--- config.mk ---
export PLATFORM = sky130hd
export DESIGN_NAME = rrv_ctrl
export DESIGN_NICKNAME = d
export VERILOG_FILES = /design/src/hw/rtl/rrv_pkg.sv /design/src/hw/rtl/rrv_ctrl.sv
export SDC_FILE = /design/constraint.sdc
export NUM_CORES = 1
export LEC_CHECK = 0
export ABC_AREA = 1
export CORE_MARGIN = 2
export CORE_UTILIZATION = 60
export DETAILED_ROUTE_END_ITERATION = 7
export DONT_BUFFER_PORTS = 1
export PLACE_DENSITY = 0.76
export SLEW_MARGIN = 20
export SYNTH_ARGS = -nofsm -noshare
export SYNTH_HDL_FRONTEND = slang
export SYNTH_SLANG_ARGS = --single-unit
--- constraint.sdc ---
create_clock -name clk_i -period 1.7 [get_ports clk_i]
set_input_delay 0 -clock clk_i [delete_from_list [all_inputs] [get_ports clk_i]]
set_output_delay 0 -clock clk_i [all_outputs]
set_load 0.01 [all_outputs]
--- src/hw/rtl/rrv_pkg.sv ---
// Shared types and constants for the rolling return volatility block.
package rrv_pkg;

  localparam int unsigned PriceW = 32;
  localparam int unsigned RetW   = 34;                    // signed Q2.30 with headroom
  localparam logic [31:0] VolScale = 32'd104035175;      // sqrt(252)*100 in Q16.16
  localparam logic [33:0] RetSat   = 34'h0BFFFFFFF;       // largest quotient kept

  typedef enum logic [1:0] {
    StatusValid   = 2'd0,
    StatusTooFew  = 2'd1,
    StatusZeroPri = 2'd2
  } status_e;

  typedef enum logic [3:0] {
    OpNone    = 4'd0,
    OpStore   = 4'd1,
    OpDivIni  = 4'd2,
    OpDivStp  = 4'd3,
    OpRetAcc  = 4'd4,
    OpMean    = 4'd5,
    OpSqAcc   = 4'd6,
    OpVarIni  = 4'd7,
    OpCdMul   = 4'd8,
    OpSqrIni  = 4'd9,
    OpSqrStp  = 4'd10,
    OpMul     = 4'd11,
    OpRound   = 4'd12,
    OpCdFix   = 4'd13,
    OpMeanIni = 4'd14
  } op_e;

  typedef struct packed {
    op_e         op;
    logic [6:0]  idx;
    logic        fresh;
  } cmd_t;

  typedef struct packed {
    logic        too_few;
    logic        zero_prior;
    logic        unit_done;
  } stat_t;

endpackage

--- src/hw/rtl/rrv_ctrl.sv ---
// Sequencer that steps the datapath through one close.
module rrv_ctrl #(
  parameter int unsigned Window = 20
) (
  input  logic           clk_i,
  input  logic           rst_ni,
  input  logic           in_valid_i,
  output logic           in_ready_o,
  input  logic           new_series_i,
  output logic           out_valid_o,
  input  logic           out_ready_i,
  output logic [1:0]     status_o,
  output logic           use_result_o,
  output rrv_pkg::cmd_t  cmd_o,
  input  rrv_pkg::stat_t stat_i
);
  typedef enum logic [10:0] {
    StIdle = 11'b00000000001, StChk  = 11'b00000000010, StDivI = 11'b00000000100,
    StDivS = 11'b00000001000, StRet  = 11'b00000010000, StMean = 11'b00000100000,
    StSq   = 11'b00001000000, StVarI = 11'b00010000000, StVarS = 11'b00100000000,
    StSqrt = 11'b01000000000, StOut  = 11'b10000000000
  } state_e;

  state_e     st_q, st_d;
  logic [6:0] idx_q, idx_d;
  logic [1:0] phase_q, phase_d;   // sub-step within mean, variance and sqrt
  logic       ov_q, ov_d;
  logic [1:0] status_q, status_d;
  logic       use_q, use_d;

  always_comb begin
    st_d = st_q; idx_d = idx_q; phase_d = phase_q;
    ov_d = ov_q; status_d = status_q; use_d = use_q;
    cmd_o = '{op: rrv_pkg::OpNone, idx: idx_q, fresh: new_series_i};
    if (ov_q && out_ready_i) ov_d = 1'b0;
    case (st_q)
      StIdle: if (in_valid_i && !ov_q) begin
        cmd_o.op = rrv_pkg::OpStore;
        st_d = StChk;
      end
      StChk: begin
        idx_d = '0;
        if (stat_i.too_few) begin
          status_d = rrv_pkg::StatusTooFew; use_d = 1'b0; st_d = StOut;
        end else if (stat_i.zero_prior) begin
          status_d = rrv_pkg::StatusZeroPri; use_d = 1'b0; st_d = StOut;
        end else begin
          status_d = rrv_pkg::StatusValid; use_d = 1'b1; st_d = StDivI;
        end
      end
      StDivI: begin cmd_o.op = rrv_pkg::OpDivIni; st_d = StDivS; end
      StDivS: begin
        cmd_o.op = rrv_pkg::OpDivStp;
        if (stat_i.unit_done) st_d = StRet;
      end
      StRet: begin
        cmd_o.op = rrv_pkg::OpRetAcc;
        if (idx_q == 7'(Window - 1)) begin
          idx_d = '0; phase_d = 2'd0; st_d = StMean;
        end
        else begin idx_d = idx_q + 1'b1; st_d = StDivI; end
      end
      StMean: begin
        case (phase_q)
          2'd0: begin cmd_o.op = rrv_pkg::OpMeanIni; phase_d = 2'd1; end
          2'd1: begin
            cmd_o.op = rrv_pkg::OpCdMul;
            if (idx_q == 7'd3) begin idx_d = '0; phase_d = 2'd2; end
            else idx_d = idx_q + 1'b1;
          end
          2'd2: begin cmd_o.op = rrv_pkg::OpCdFix; phase_d = 2'd3; end
          default: begin
            cmd_o.op = rrv_pkg::OpMean; phase_d = 2'd0; st_d = StSq;
          end
        endcase
      end
      StSq: begin
        cmd_o.op = rrv_pkg::OpSqAcc;
        if (idx_q == 7'(Window - 1)) st_d = StVarI;
        else idx_d = idx_q + 1'b1;
      end
      StVarI: begin
        cmd_o.op = rrv_pkg::OpVarIni; idx_d = '0; phase_d = 2'd0; st_d = StVarS;
      end
      StVarS: begin
        case (phase_q)
          2'd0: begin
            cmd_o.op = rrv_pkg::OpCdMul;
            if (idx_q == 7'd3) begin idx_d = '0; phase_d = 2'd1; end
            else idx_d = idx_q + 1'b1;
          end
          default: begin
            cmd_o.op = rrv_pkg::OpCdFix; phase_d = 2'd0; st_d = StSqrt;
          end
        endcase
      end
      StSqrt: begin
        case (phase_q)
          2'd0: begin cmd_o.op = rrv_pkg::OpSqrIni; phase_d = 2'd1; end
          2'd1: begin
            cmd_o.op = rrv_pkg::OpSqrStp;
            if (stat_i.unit_done) phase_d = 2'd2;
          end
          2'd2: begin cmd_o.op = rrv_pkg::OpMul; phase_d = 2'd3; end
          default: begin cmd_o.op = rrv_pkg::OpRound; st_d = StOut; end
        endcase
      end
      StOut: if (!ov_q) begin ov_d = 1'b1; st_d = StIdle; end
      default: st_d = StIdle;
    endcase
  end

  always_ff @(posedge clk_i or negedge rst_ni) begin
    if (!rst_ni) begin
      st_q <= StIdle; idx_q <= '0; phase_q <= '0;
      ov_q <= 1'b0; status_q <= '0; use_q <= 1'b0;
    end else begin
      st_q <= st_d; idx_q <= idx_d; phase_q <= phase_d;
      ov_q <= ov_d; status_q <= status_d; use_q <= use_d;
    end
  end

  assign in_ready_o   = (st_q == StIdle) && !ov_q;
  assign out_valid_o  = ov_q;
  assign status_o     = status_q;
  assign use_result_o = use_q;
endmodule

==> impl_metrics.env <==
export IMPL_vias=2282
export IMPL_yosys_area_top_type="dfrtp_1"
export IMPL_syn_avg_cell_area_um2=6.51
export IMPL_placed_area_um2=2210
export IMPL_whs_path_depth=0
export IMPL_drive_above_1_share_pct=25.6
export IMPL_synth_area_leaders="dfrtp_1 (28%), nand2_1 (18%), nor2_1 (8.6%)"
export IMPL_synthSimpleGateAreaFrac_pct=48.9
export IMPL_final_cell_mix="nand2_1 (91), inv_1 (39), nor2_1 (39), buf_4 (36), nand3_1 (30)"
export IMPL_synthAdderAreaFrac_pct=3.67
export IMPL_multi_input_area_um2=1360
export IMPL_grt_pass1_vias=2141
export IMPL_fp_dieH_um=62.4
export IMPL_cp_start_kind="register"
export IMPL_port_buffers=0
export IMPL_slew_limit_headroom_pct=80.5
export IMPL_synth_compound_area_share_pct=7.04
export IMPL_rsz0062_at_grt="yes"
export IMPL_finalSetupViolCount=16
export IMPL_p_leak_nw=1.46
export IMPL_area_growth_syn_to_layout_pct=26.9
export IMPL_power_density_nw_per_um2=987
export IMPL_worstPathMaxFanout=8
export IMPL_antenna_found_initial=0
export IMPL_crit_arrival_ps=1810
export IMPL_setup_tns_ps=-829
export IMPL_fin_total_pwr_w=0.00256
export IMPL_violations="setup timing"
export IMPL_max_vdd_ir_drop_v=0.000577
export IMPL_yosysWarnings=0
export IMPL_clk_pin_slew_ps=150
export IMPL_cts_made_buffers=3
export IMPL_routabilityCongestion=0.902
export IMPL_netlist_area_um2=2040
export IMPL_n_antenna_cell=0
export IMPL_wirelength_um=5830
export IMPL_die_width_um=62.4
export IMPL_htreeDepth=1
export IMPL_dieArea_um2=3890
export IMPL_hp_class="input pin to primary output"
export IMPL_finish_instance_area_um2=2590
export IMPL_layout_commonest_cell="nand2_1"
export IMPL_maxCapViolations=0
export IMPL_max_freq_mhz=554
export IMPL_drt_initial_drc_count=174
export IMPL_final_seq_area_um2=603
export IMPL_rows=21
export IMPL_tightest_slew_ps=292
export IMPL_final_nets=375
export IMPL_grt_usage_pct=30.8
export IMPL_root_buffer="clkbuf_4"
export IMPL_required_ps=1700
export IMPL_synth_seq_cells=24
export IMPL_synth_cell_types=34
export IMPL_synth_top_cell_area_share_pct=28.2
export IMPL_cts_sinks=24
export IMPL_worstReg2RegEnd="phase_q[1]$_DFFE_PN0P_"
export IMPL_min_from="new_series_i"
export IMPL_start_util_pct=61.7
export IMPL_hpwl_um=3990
export IMPL_coreArea_um2=3310
export IMPL_routedWlPerCell_um=14.4
export IMPL_vias_per_cell=5.62
export IMPL_synth_top_family_by_area="simple AND/OR/NAND/NOR gates"
export IMPL_synth_xor_area_share_pct=2.14
export IMPL_antenna_left=0
export IMPL_setup_slack_ps=-106
export IMPL_grt_pass1_wl_um=9700
export IMPL_overflow=0
export IMPL_cts_tree="yes"
export IMPL_synth_nets=328
export IMPL_path_class="register to primary output"
export IMPL_status="finished, violations left"
export IMPL_reg2reg_depth=9
export IMPL_netlist_instances=314
export IMPL_insertion_delay_ps=330
export IMPL_reg2reg_slack_ps=-80
export IMPL_hold_viol_final=0
export IMPL_regToRegStartpoint="st_q[9]$_DFFE_PN0P_"
export IMPL_holdWs_ps=0.184
export IMPL_skew_ps=7.83
export IMPL_clockBufferDepth=2
export IMPL_cp_end_kind="primary output"
export IMPL_drv_slew=0
export IMPL_route_detailed_drc=0
export IMPL_grt_start_max_net_pins=25
export IMPL_ys_seq_area_share_pct=29.5
export IMPL_post_route_period_util_pct=106
export IMPL_dr_pass1_iters=4
export IMPL_muxShareOfSynthArea_pct=0
export IMPL_fill_cells=265
export IMPL_period_minus_slack_ps=1810
export IMPL_ios=25
export IMPL_hold_end="cmd_o[0]"
==> area by class of cell <==
type / count / share of cell area, %
sequential: 24 / 23.3
clock inverter: 1 / 1.16
multi-input combinational: 245 / 52.2
timing repair buffer: 44 / 13.9
clock buffer: 3 / 0.868
inverter: 43 / 6.32
tap: 46 / 2.22
==> Yosys cell counts <==
library cell	instances
and3_1	1
nor2_4	3
inv_1	40
nor3_1	4
nand4_1	10
o2111ai_1	1
ha_1	6
nand2_4	2
dfstp_2	1
o21a_1	1
a21oi_1	5
o21ai_2	1
nand3b_1	1
a22o_1	1
nand3_1	33
nand2_2	6
o21ai_0	9
nand2_1	97
nor3_2	2
xnor2_1	2
inv_2	3
nor2_8	2
xor2_1	3
dfrtp_1	23
buf_4	1
nor2_2	2
a211o_1	1
nand3_2	1
nor2_1	47
o21bai_1	1
nand2_8	1
a21oi_4	1
buf_6	1
o211ai_1	1
==> repair_timing <==
action,in CTS,in global routing
hold buffers,7,0
resized for setup,15,17
endpoints found under the setup margin,19,20
buffers inserted,15,5
endpoints found under the hold margin,30,0
pin swaps,11,12
==> metrics by stage <==
step	setup WS, ps	std cells	util (%)
2_1_floorplan	93.6	314	-
3_3_place_gp	-11.8	375	66.7
3_5_place_dp	-22.8	375	66.7
4_1_cts	-86.3	401	75.6
5_1_grt	-160	406	78.3
6_report	-106	406	78.3
==> state kept, by name, indices dropped and copies added, names as in the netlist <==
name	flops
use_result_o	1
phase_q	2
status_o	2
st_q	11
out_valid_o	1
idx_q	7
==> logic make-up (layout without fill, tap and decap cells) <==
kind of cell               count (synthesis)  in the layout
AOI/OAI and AO/OA                         22             22
xor gates and xnor gates                   5              5
adders and majority gates                  6              6
buffers and inverters                     45             91
DFF                                       24             24
and+or+nand+nor                          212            212
==> worst max-delay path by stage <==
| stage | cells after the start | startpoint | end | slack [ps] |
|---|---|---|---|---|
| after floorplan | 11 | idx_q[0]$_DFFE_PN0P_ | idx_q[0]$_DFFE_PN0P_ | 90 |
| after global routing | 8 | st_q[7]$_DFFE_PN0P_ | cmd_o[8] | -160 |
| final | 8 | st_q[6]$_DFFE_PN0P_ | cmd_o[8] | -110 |
| after detailed placement | 9 | st_q[4]$_DFFE_PN0P_ | idx_q[0]$_DFFE_PN0P_ | -20 |
| after CTS | 8 | st_q[4]$_DFFE_PN0P_ | cmd_o[8] | -90 |
| after global placement | 9 | st_q[0]$_DFFE_PN1P_ | st_q[5]$_DFFE_PN0P_ | -10 |
==> layer usage <==
layer | vias to the layer above | routed length, um | GRT usage, % | part of all wire, %
met3 | 19 | 479 | 3.80 | 8.2
met4 | 0 | 108 | 8.33 | 1.9
li1 | 1092 | - | - | -
met5 | - | 0 | 0 | 0
met1 | 1056 | 2450 | 42.8 | 42
met2 | 115 | 2790 | 51.0 | 48
==> where the power goes <==
part | internal [W] | switching, W
clock | 0.000239 | 0.000190
combinational | 0.000514 | 0.000851
sequential | 0.000680 | 0.0000872
==> worst max-delay path, stage by stage (launching register included) <==
cell,delay (ps)
dfrtp_1,450
nor2_1,140
nand2_2,120
nor2_4,230
nand4_1,140
buf_4,170
nand2_2,50
nor2_2,40
o211ai_1,130
No activity file was read; power rests on OpenSTA's default activity.
